### config.mk
export PLATFORM = sky130hd
export DESIGN_NAME = pattern_dither_pixel_unit
export DESIGN_NICKNAME = d
export VERILOG_FILES = /design/src/rtl/pdp_pkg.sv /design/src/rtl/pdp_position.sv /design/src/rtl/pdp_shade.sv /design/src/rtl/pattern_dither_pixel_unit.sv
export VERILOG_INCLUDE_DIRS = /design/src /design/src/rtl
export SDC_FILE = /design/constraint.sdc
export NUM_CORES = 1
export LEC_CHECK = 0
export BUFFER_PORTS_ARGS = -buffer_cell sky130_fd_sc_hd__buf_2
export CORE_MARGIN = 2
export CORE_UTILIZATION = 45
export DETAILED_ROUTE_END_ITERATION = 8
export SLEW_MARGIN = 0
export SYNTH_ARGS = -nofsm -noshare
export SYNTH_HDL_FRONTEND = slang
export SYNTH_SLANG_ARGS = --single-unit
### constraint.sdc
create_clock -name clk -period 14.2 [get_ports clk]
set_input_delay 2.84 -clock clk [delete_from_list [all_inputs] [get_ports clk]]
set_output_delay 2.84 -clock clk [all_outputs]
set_load 0.02 [all_outputs]
### src/rtl/pattern_dither_pixel_unit_defines.svh
// Assertion macros for the pattern dither pixel unit.
// Included by the top level; no other dependencies.
`ifndef PATTERN_DITHER_PIXEL_UNIT_DEFINES_SVH
`define PATTERN_DITHER_PIXEL_UNIT_DEFINES_SVH

`ifndef NO_ASSERTIONS

// Checked only while the block is out of reset.
`define PDP_ASSERT(label, prop, msg) \
  label: assert property (@(posedge clk) disable iff (!rst_n) prop) else $error(msg);

// Checked at every clock edge, reset included.
`define PDP_ASSERT_ALWAYS(label, prop, msg) \
  label: assert property (@(posedge clk) prop) else $error(msg);

`else

`define PDP_ASSERT(label, prop, msg)
`define PDP_ASSERT_ALWAYS(label, prop, msg)

`endif

`endif

### src/rtl/pdp_pkg.sv
// Types, constants and shade tables for the pattern dither pixel unit.
// Used by every module of the block; depends on nothing.
package pdp_pkg;

  localparam int SHADE_COUNT = 11;
  localparam int LUMA_DIV    = 100;
  localparam int SUM_W       = 15;

  typedef struct packed {
    logic [7:0] red;
    logic [7:0] green;
    logic [7:0] blue;
  } pixel_t;

  typedef struct packed {
    logic [2:0] row;
    logic [2:0] col;
  } pos_t;

  typedef struct packed {
    logic [6:0] ascii_char;
    logic [3:0] shade_level;
    logic       pixel_black;
  } result_t;

  localparam logic [7:0] SHADE_PATTERN [SHADE_COUNT][8] = '{
    '{8'hFF, 8'hFF, 8'hFF, 8'hFF, 8'hFF, 8'hFF, 8'hFF, 8'hFF},
    '{8'hFF, 8'hFF, 8'hFF, 8'hF7, 8'hFF, 8'hFF, 8'hFF, 8'h7F},
    '{8'hEF, 8'hFF, 8'hFE, 8'hFF, 8'hEF, 8'hFF, 8'hFE, 8'hFF},
    '{8'h77, 8'hDD, 8'h77, 8'hDD, 8'h77, 8'hDD, 8'h77, 8'hDD},
    '{8'hEE, 8'h55, 8'hBB, 8'h55, 8'hEE, 8'h55, 8'hBB, 8'h55},
    '{8'hAA, 8'h55, 8'hAA, 8'h55, 8'hAA, 8'h55, 8'hAA, 8'h55},
    '{8'hAA, 8'h55, 8'hAA, 8'h51, 8'hAA, 8'h55, 8'hAA, 8'h15},
    '{8'hAA, 8'h44, 8'hAA, 8'h11, 8'hAA, 8'h44, 8'hAA, 8'h11},
    '{8'h88, 8'h00, 8'h22, 8'h00, 8'h88, 8'h00, 8'h22, 8'h00},
    '{8'h80, 8'h00, 8'h08, 8'h00, 8'h80, 8'h00, 8'h08, 8'h00},
    '{8'h00, 8'h00, 8'h00, 8'h00, 8'h00, 8'h00, 8'h00, 8'h00}
  };

  // Exclusive upper luminance bound of each level below the brightest.
  localparam logic [7:0] SHADE_BOUND [SHADE_COUNT-1] = '{
    8'd12, 8'd38, 8'd64, 8'd90, 8'd116, 8'd140, 8'd166, 8'd192, 8'd218, 8'd244
  };

  localparam logic [6:0] SHADE_CHAR [SHADE_COUNT] = '{
    7'h40, 7'h23, 7'h26, 7'h24, 7'h25, 7'h5A, 7'h3F, 7'h2B, 7'h3D, 7'h2E, 7'h20
  };

  localparam logic [3:0] LEVEL_DARKEST   = 4'd0;
  localparam logic [3:0] LEVEL_BRIGHTEST = 4'(SHADE_COUNT - 1);

endpackage

### src/rtl/pdp_position.sv
// Pattern row and column counters for the pattern dither pixel unit.
// Depends on pdp_pkg.
module pdp_position (
  input  logic          clk,
  input  logic          rst_n,
  input  logic          advance,
  input  logic          last_in_row,
  output pdp_pkg::pos_t pos
);

  pdp_pkg::pos_t pos_r;
  pdp_pkg::pos_t pos_nxt;

  always_comb begin
    pos_nxt = pos_r;
    if (advance) begin
      if (last_in_row) begin
        pos_nxt.col = 3'd0;
        pos_nxt.row = pos_r.row + 3'd1;
      end else begin
        pos_nxt.col = pos_r.col + 3'd1;
      end
    end
  end

  always_ff @(posedge clk) begin
    if (!rst_n) begin
      pos_r <= '0;
    end else begin
      pos_r <= pos_nxt;
    end
  end

  assign pos = pos_r;

endmodule

### src/rtl/pdp_shade.sv
// Luminance, shade level, dither bit and character for one pixel.
// Purely combinational; depends on pdp_pkg.
module pdp_shade (
  input  pdp_pkg::pixel_t  pixel,
  input  pdp_pkg::pos_t    pos,
  output pdp_pkg::result_t result
);

  logic [pdp_pkg::SUM_W-1:0] luma_sum;
  logic [3:0]                level;
  logic [7:0]                pattern_row;

  assign luma_sum = pdp_pkg::SUM_W'(30) * {7'd0, pixel.red}
                  + pdp_pkg::SUM_W'(59) * {7'd0, pixel.green}
                  + pdp_pkg::SUM_W'(11) * {7'd0, pixel.blue};

  // The luminance is the sum divided by 100, so the bounds are scaled instead.
  always_comb begin
    level = pdp_pkg::LEVEL_DARKEST;
    for (int i = 0; i < pdp_pkg::SHADE_COUNT - 1; i++) begin
      if (luma_sum >= pdp_pkg::SUM_W'(pdp_pkg::SHADE_BOUND[i] * pdp_pkg::LUMA_DIV)) begin
        level = 4'(i + 1);
      end
    end
  end

  // Column 0 is the most significant bit of the pattern byte.
  assign pattern_row        = pdp_pkg::SHADE_PATTERN[level][pos.row];
  assign result.pixel_black = pattern_row[~pos.col];
  assign result.shade_level = level;
  assign result.ascii_char  = pdp_pkg::SHADE_CHAR[level];

endmodule

### src/rtl/pattern_dither_pixel_unit.sv
// Channel  Dir  Ports                                Data
// in       in   in_tvalid in_tready in_tdata in_tlast RGB pixel, row end flag
// out      out  out_tvalid out_tready out_tdata        black bit, level, char
//
// One pixel is taken every cycle while the output does not stall; its result passes
// through the input register and then the result register before it is offered.
// The rate is set by the input register and the result register, with the
// shade logic between them; both stages advance whenever the next one moves.
// A stalled output holds its beat while the input register may still fill.
// Reset clears the valid flags and the pattern row and column to zero.
// Depends on pdp_pkg, pdp_position, pdp_shade and the defines header.
`include "pattern_dither_pixel_unit_defines.svh"

module pattern_dither_pixel_unit (
  input  logic        clk,
  input  logic        rst_n,
  input  logic        in_tvalid,
  output logic        in_tready,
  input  logic [23:0] in_tdata,   // red [7:0], green [15:8], blue [23:16]
  input  logic        in_tlast,
  output logic        out_tvalid,
  input  logic        out_tready,
  output logic [15:0] out_tdata   // pixel_black [0], shade_level [4:1], ascii_char [11:5]
);

  logic             s1_valid_r;
  logic             s1_valid_nxt;
  pdp_pkg::pixel_t  s1_pix_r;
  pdp_pkg::pos_t    s1_pos_r;
  logic             out_valid_r;
  logic             out_valid_nxt;
  pdp_pkg::result_t out_res_r;
  pdp_pkg::result_t shade_res;
  pdp_pkg::pos_t    pos;
  pdp_pkg::pixel_t  in_pix;
  logic             out_free;
  logic             in_beat;
  logic             res_in_range;
  logic             res_darkest;
  logic             res_brightest;

  assign out_free  = !out_valid_r || out_tready;
  assign in_tready = !s1_valid_r || out_free;
  assign in_beat   = in_tvalid && in_tready;

  assign in_pix.red   = in_tdata[7:0];
  assign in_pix.green = in_tdata[15:8];
  assign in_pix.blue  = in_tdata[23:16];

  pdp_position u_position (
    .clk         (clk),
    .rst_n       (rst_n),
    .advance     (in_beat),
    .last_in_row (in_tlast),
    .pos         (pos)
  );

  pdp_shade u_shade (
    .pixel  (s1_pix_r),
    .pos    (s1_pos_r),
    .result (shade_res)
  );

  assign s1_valid_nxt  = in_tready ? in_tvalid : s1_valid_r;
  assign out_valid_nxt = out_free ? s1_valid_r : out_valid_r;

  always_ff @(posedge clk) begin
    if (!rst_n) begin
      s1_valid_r  <= 1'b0;
      out_valid_r <= 1'b0;
    end else begin
      s1_valid_r  <= s1_valid_nxt;
      out_valid_r <= out_valid_nxt;
    end
  end

  always_ff @(posedge clk) begin
    if (in_beat) begin
      s1_pix_r <= in_pix;
      s1_pos_r <= pos;
    end
    if (out_free && s1_valid_r) begin
      out_res_r <= shade_res;
    end
  end

  assign out_tvalid = out_valid_r;
  assign out_tdata  = {4'd0, out_res_r.ascii_char, out_res_r.shade_level,
                       out_res_r.pixel_black};

  assign res_in_range  = out_res_r.shade_level <= pdp_pkg::LEVEL_BRIGHTEST;
  assign res_darkest   = out_res_r.shade_level == pdp_pkg::LEVEL_DARKEST;
  assign res_brightest = out_res_r.shade_level == pdp_pkg::LEVEL_BRIGHTEST;

  `PDP_ASSERT(a_level_range, out_tvalid |-> res_in_range, "shade level out of range")
  `PDP_ASSERT(a_darkest_black, (out_tvalid && res_darkest) |-> out_res_r.pixel_black, "dark white")
  `PDP_ASSERT(a_brightest_white, (out_tvalid && res_brightest) |-> !out_res_r.pixel_black, "bright black")
  `PDP_ASSERT(a_row_end_col, (in_beat && in_tlast) |=> (pos.col == 3'd0), "column not cleared")
  `PDP_ASSERT_ALWAYS(a_reset_empty, !rst_n |=> (!out_tvalid && !s1_valid_r), "pipe not empty")

endmodule
# Word-level counts from Yosys, hierarchy flattened

Memory sizes are Yosys's and may differ from the RTL's. A register that Yosys moved wholly into a read port is not among the register bits.
Cells that the tools add are included.

Register bits after elaboration: 43
Word-level logic and storage cells: 61
Bits in read-only memories: 1,136
Output and inout port bits: 18
Memories: 2
Bits of input ports: 29

Multiply operators: 3
Reduce and logical (&&, ||, !) cells: 7
Mux-type cells: 18
Bitwise operators: 3
$lt $le $gt $ge: 13
Add/sub/neg operators: 4

Memory list:

| memory          | depth | bits a word | read ports | clocked after Yosys merged registers in | write ports | RTL line        | text |
|---|---|---|---|---|---|---|---|
| (no name shown) | 16    | 64          | 1          | 0                                       | 0           | pdp_shade.sv:28 | `assign pattern_row = pdp_pkg::SHADE_PATTERN[level][pos.row];` |
| (no name shown) | 16    | 7           | 1          | 1                                       | 0           | pdp_shade.sv:31 | `assign result.ascii_char = pdp_pkg::SHADE_CHAR[level];` |

Operators by type and width:

| kind                   | number |
|---|---|
| $mux W64               | 2 |
| $ge A15 B15 Y1 const B | 4 |
| $ge A15 B14 Y1 const B | 3 |
| $bmux W8 S3            | 1 |
| $mul A4 B8 Y12 const A | 2 |
| $mux W8                | 2 |
| $add A13 B14 Y15       | 1 |
| $add A15 B12 Y15       | 1 |
| $ge A15 B11 Y1 const B | 1 |
| $ge A15 B12 Y1 const B | 1 |
| $ge A15 B13 Y1 const B | 1 |
| $mux W3                | 5 |
| $mul A6 B8 Y14 const A | 1 |
| $mux W4                | 3 |
| $add A3 B1 Y3 const B  | 2 |
| $ge A5 B5 Y1 const B   | 1 |
| $not A4 Y5             | 1 |
| $ge A4 B4 Y1 const B   | 1 |
| $lt A3 B4 Y1 const B   | 1 |
| $mux W2                | 2 |
| $not A3 Y4             | 1 |
| $bmux W1 S3            | 1 |
| $not A3 Y3             | 1 |
| $logic_and A1 B1 Y1    | 2 |
| 4 further kinds        | 7 |

# Depth between registers and ports, before layout

Gate-level depths: netlist (run 1).

Word-level depth: 23
Depth in mapped cells: 30
Depth with buffers taken out: 28

# Modules after synthesis

A second synthesis (run 1) with hierarchy kept.

Cells, all modules: 509
Area total of the unflattened synthesis: 5,690.5 µm²

By module, submodules not included:

| module                    | cells each | instances | area an instance (µm²) |
|---|---|---|---|
| pdp_shade                 | 423        | 1         | 3,991.3 |
| pattern_dither_pixel_unit | 56         | 1         | 1,398.8 |
| pdp_position              | 30         | 1         | 300.3 |

# Worst setup path before layout (run 1)

No wires, ideal clock.

Path type: register to register
Start point: register s1_pix_r[18] (netlist name)
End point: register out_res_r (netlist bit out_tdata[0]) (data pin)
Data required time: 13.932 ns
Path slack: 7.006 ns
Path buffers: 2
Period minus slack after synthesis: 7.194 ns
Stages on the path, launching flop included: 30
Data arrival time: 6.926 ns
Cells stage by stage: edfxtp_1 -> fa_1 -> fa_1 -> ha_1 -> a21o_1 -> a21oi_1 -> o21bai_1 -> a21oi_1 -> o21bai_1 -> a21oi_1 -> xnor2_1 -> ha_1 -> inv_1 -> fa_1 -> fa_1 -> inv_1 -> ha_1 -> buf_2 -> a21oi_1 -> o21ai_0 -> o2bb2ai_1 -> or2_1 -> buf_2 -> o31ai_2 -> nor2_1 -> a31o_2 -> or4_1 -> o2111a_1 -> o41ai_2 -> o31ai_1

RTL lines:

| item                   | RTL line                        | text |
|---|---|---|
| start, declared        | pattern_dither_pixel_unit.sv:28 | `pdp_pkg::pixel_t s1_pix_r;` |
| start signal, assigned | pattern_dither_pixel_unit.sv:79 | `s1_pix_r <= in_pix;` |
| end signal, assigned   | pattern_dither_pixel_unit.sv:83 | `out_res_r <= shade_res;` |
| end, declared          | pattern_dither_pixel_unit.sv:32 | `pdp_pkg::result_t out_res_r;` |

==> results of run 1 <==
[per-layer routing]
metal / global-route usage [%] / up-vias
met2: 28.9 / 66
li1: - / 1888
met3: 2.95 / 10
met1: 23.3 / 1769
met4: 5.38 / 0
met5: 0 / -
[cells by family (layout without fill, tap and decap cells)]
logic type	after synthesis	count (layout)	synth area share, %
adder cells (fa/ha/maj)	129	129	37.8
AO/OA/AOI/OAI	115	115	15.5
buffers and inverters	105	146	7.56
AND/OR/NAND/NOR	102	102	10.8
flip-flops	50	50	25.6
XOR/XNOR	15	15	2.37
multiplexers	2	2	0.361
other	1	4	0.0676
[critical path, cell delays in order, from the launching register on]
cell and delay (ps):
edfxtp_1 500, fa_1 570, fa_1 460, ha_1 290, a21o_1 170, a21oi_1 210
o21bai_1 80, a21oi_1 230, o21bai_1 90, a21oi_1 230, xnor2_1 150, ha_1 250
inv_1 70, fa_1 440, fa_1 560, inv_1 50, ha_1 420, nand2_1 80
o21ai_0 400, a211oi_1 130, or2_1 330, a311oi_1 330, or4b_1 520, o211a_2 190
a21oi_2 220, nor4_1 100, o41ai_2 330, o31ai_1 130
[worst max path at each step]
stage,startpoint,end
after floorplan,s1_pix_r[18],out_tdata[0]
after global placement,s1_pix_r[18],out_tdata[0]
after detailed placement,s1_pix_r[18],out_tdata[0]
after CTS,s1_pix_r[18],out_tdata[0]
after global routing,s1_pix_r[18],out_tdata[0]
final,s1_pix_r[18],out_tdata[0]
[metrics by stage]
step / worst slack, ps / area [um2] / cells / utilization [%] / hold WS, ps
after floorplan: 7010 / 5560 / 522 / - / 429
after global placement: 6710 / 5900 / 702 / 49.1 / 439
after detailed placement: 6460 / 5900 / 702 / 49.1 / 454
after CTS: 6440 / 6050 / 710 / 50.4 / 469
after global routing: 5910 / 6050 / 710 / 50.4 / 495
final: 6410 / 6050 / 710 / 50.4 / 464
[sequential cells by signal (all words and copies together), names as in the netlist]
register        count
out_tdata          12
s1_pix_r           24
u_position.pos      6
out_tvalid          1
s1_valid_r          1
s1_pos_r            6
[area by class of cell]
class,count,area [um2]
Clock inverter,3,28.8
Timing Repair Buffer,43,218
Inverter,95,357
Fill cell,1082,5960
Sequential cell,50,1420
Clock buffer,5,125
Tap cell,147,184
Multi-Input combinational cell,367,3720
[Yosys cell counts, drive strengths merged (8+ instances only)]
cell type   n
a21oi      24
dfxtp       8
edfxtp     42
fa         64
ha         65
inv        95
nand2      21
nor2       18
nor2b       8
nor3        9
o21ai      22
xnor2      13
==> impl_metrics.ini, run 1 <==
[finish]
final_common_cell = inv_1
antenna_cells = 0
synthToLayoutAreaGrowth_pct = 9.09
nets = 720
final_layout_size_suffix_gt1_share_pct = 14.6
layout_common_cells = 95 x inv_1, 65 x ha_1, 64 x fa_1

[yosys]
synth_area_mm2 = 0.00555
yosys_warnings = 0
synth_largest_area_cell = fa_1
ys_seq_elements = 50
synth_area_leaders = fa_1 23%, edfxtp_1 23%, ha_1 15%
syn_avg_cell_area_um2 = 10.7
ys.flop_type = edfxtp_1
synth-edff-count = 42
ys_async_sr_fraction_pct = 0
yosysSeqAreaShare_pct = 25.6
synth.top_cell.area_share_pct = 23.1
ys_types = 80
postSynthCellCount = 519

[min_path]
worstHoldPathCells = 0
min_path_type = flop to flop
min-delay-start = u_position.pos[5]
hold_end = s1_pos_r[5]

[critical_path]
r2r_end = out_tdata[0]
crit_arrival_ps = 7830
end_kind = flop
crit_type = flop to flop
critical_path_required_ps = 14240
reg2reg_from = s1_pix_r[18]
worstRegToRegCells = 27
cp_max_fo = 10
ff2ff_setup_slack_ps = 6410
cp-start-kind = flop

[global_routing]
grt_pass1_vias = 3845
grt_overflow = 0
antenna_found_initial = 0
grt_pass1_wl_mm = 18.0
track_usage_pct = 17.3
grt_max_degree = 35

[floorplanning]
rows = 40
ios = 47
core_mm2 = 0.0120
die_area_mm2 = 0.0132
start_util_pct = 46.2
die_h_um = 115
die_w_um = 115

[timing]
hold_viol = 0
min_period_ps = 7790
slew_violations = 0
setup_viol = 0
fmax_ghz = 0.128
rsz0062_at_grt = no
tightestPinTransition_ps = 1070
skew_ps = 4.23
slew_headroom_pct = 28.5
fin_crit_sh_pct = 54.9
finalSetupTns_ps = 0

[clock_network]
clk_latency_ps = 300
path_clk_slew_ps = 70
cts.repair.resized = 0
tritoncts = built
clockRootBuffer = clkbuf_16
cts_buffer_depth = 2
hold_buffers = 0
post_cts_buffers = 0
numCtsBuffers = 5
htreeDepth = 2
cts_sinks = 50

[routing]
top_layer = met4
dr.pass1.iters = 4
via_count = 3733
wl_met2_mm = 4.97
drc = 0
drt-met1-wl_mm = 5.02
via_per_inst = 5.26
drt_iter0_markers = 178
drt-total-wl_mm = 10.4
wire_per_inst_um = 14.7
postRouteAntennaNets = 0
wl_met3_um = 278

[placed_design]
dpl.hpwl_mm = 8.78
gp_congestion = 0.875
port_buffers = 42

[job]
cap_viol_max_count = 0

[status]
outcome = finished clean
Power of run 1 is left out: the tool's default activity adds up to more than one toggle a clock period on the data nets, which glitch-free logic cannot reach.
==> inputs of run 2 (changes only) <==
- ABC_AREA: default -> 1
- PLACE_DENSITY: default -> 0.65
- clock period: 14.2 -> 7 ns (I/O delays scaled with it)
==> run 2 against run 1 <==
Net effect:
- clock-buffer cell count unchanged
- core utilization is 4.3 points higher
- register-to-register slack got worse by 6100 ps
- non-clock buffer count grew 27
- fmax rose by 16%
- worst hold slack improved by 14 ps
==> impl_metrics.ini, run 2 <==
[timing]
fin_crit_sh_pct = 95.9
hold_viol = 0
slew_headroom_pct = 25.7
slew_violations = 0
skew_ps = 8.14
timing.hold.ws_ps = 478
min_period_ps = 6720
fmax_ghz = 0.149
tightestPinTransition_ps = 1110
setup_viol = 0
finalSetupTns_ps = 0
rsz0062_at_grt = yes

[finish]
synthToLayoutAreaGrowth_pct = 19.1
largest_reg_flops = 24
antenna_cells = 0
nets = 893
top_register = s1_pix_r
fillCellCount = 1103
final_common_cell = inv_1
final_layout_size_suffix_gt1_share_pct = 25.0
layout_common_cells = 143 x inv_1, 114 x nand2_1, 64 x fa_1
stdcell_area_mm2 = 0.00687

[clock_network]
numCtsBuffers = 5
cts_sinks = 50
clockRootBuffer = clkbuf_16
path_clk_slew_ps = 70
hold_buffers = 0
clk_latency_ps = 310
cts_buffer_depth = 2
htreeDepth = 2
tritoncts = built

[critical_path]
slowest_delay_ps = 540
path_buf_inv = 8
cp_max_fo = 8
crit_type = flop to flop
worst_path_most_repeated_cell = nand2_1
critical_path_required_ps = 7070
cp_slowest_cell = fa_1
cp-start-kind = flop
crit_arrival_ps = 6790
end_kind = flop
cpLargestDelayFamily = adder cells

[placed_design]
gp_congestion = 0.934
dpl-instance-area_mm2 = 0.00623
dpl.hpwl_mm = 9.60
port_buffers = 42

[yosys]
synth_area_mm2 = 0.00577
ys_async_sr_fraction_pct = 0
synth-edff-count = 42
yosys_warnings = 0
synth_largest_area_cell = fa_1
ys_types = 40
ys.flop_type = edfxtp_1
yosysSeqAreaShare_pct = 24.6
ys_seq_elements = 50
yosys.cell_count.top_type = inv_1
synth_area_leaders = fa_1 22%, edfxtp_1 22%, ha_1 14%
synth_common_cells = 143 x inv_1, 125 x nand2_1, 65 x ha_1, 64 x fa_1, 42 x edfxtp_1
syn_avg_cell_area_um2 = 8.75
synth.top_cell.area_share_pct = 22.2
postSynthCellCount = 660

[floorplanning]
core_mm2 = 0.0126
start_util_pct = 45.9
die_area_mm2 = 0.0137
rows = 41
ios = 47
die_h_um = 117
die_w_um = 117

[routing]
drt-total-wl_mm = 11.9
via_count = 4372
drt_iter0_markers = 188
wire_per_inst_um = 13.1
via_per_inst = 4.81
postRouteAntennaNets = 0
drc = 0
dr.pass1.iters = 4

[global_routing]
grt_overflow = 0
grt_pass1_vias = 4220
grt_max_degree = 35
grt_pass1_wl_mm = 19.2
antenna_found_initial = 0
track_usage_pct = 17.8

[status]
outcome = finished clean

[job]
cap_viol_max_count = 0

[min_path]
min_path_type = flop to flop
## run 2: cell type report
type / count / area (um2) / share of cell area (%)
timing repair buffer: 70 / 424 / 6.17
sequential: 50 / 1420 / 20.7
clock buffer: 5 / 125 / 1.82
multi-input combinational: 453 / 4070 / 59.2
tap: 172 / 215 / 3.13
inverter: 155 / 589 / 8.57
clock inverter: 3 / 28.8 / 0.419
## run 2: path summary, 6_finish.rpt
check                     from            to  depth (start not counted)  slack (ps)
max               s1_pix_r[18]  out_tdata[0]                         43         280
min          u_position.pos[1]   s1_pos_r[1]                          0         480
max reg2reg       s1_pix_r[18]  out_tdata[0]                         43         280
min reg2reg  u_position.pos[1]   s1_pos_r[1]                          0         480
## run 2: layer usage
metal	share of wire [%]	wire length, um	vias up	GRT usage (%)
li1	-	-	2212	-
met1	45	5320	2081	23.5
met2	51	6090	66	30.7
met3	2.4	288	13	2.88
met4	1.4	163	0	4.55
met5	0	0	-	0
## run 2: timing repair
item / 4_1_cts / 5_1_grt
setup endpoints to repair: 2 / 8
gates resized for setup: 5 / 71
setup buffers: 4 / 15
cloned: 0 / 0
pin swaps: 2 / 40
## run 2: cells by family (layout without fill, tap and decap cells)
| group | Yosys count | count (layout) | share of synthesized area (%) |
|---|---|---|---|
| AND/OR/NAND/NOR | 256 | 256 | 21.3 |
| buffers and inverters | 160 | 233 | 10.9 |
| other | 1 | 4 | 0.0650 |
| adder cells (fa/ha/maj) | 129 | 129 | 36.3 |
| XOR/XNOR | 12 | 12 | 1.82 |
| AO/OA/AOI/OAI | 52 | 52 | 5.01 |
| flip-flops | 50 | 50 | 24.6 |
## run 2: per-stage QoR
stage	util (%)	worst slack (ps)	std cells
floorplan	-	448	663
global placement	49.6	79.4	881
detailed placement	49.6	-92.3	881
CTS	51.2	11.6	893
global route	54.7	-123	908
finish	54.7	285	908
Power of run 2 is left out for the same reason.
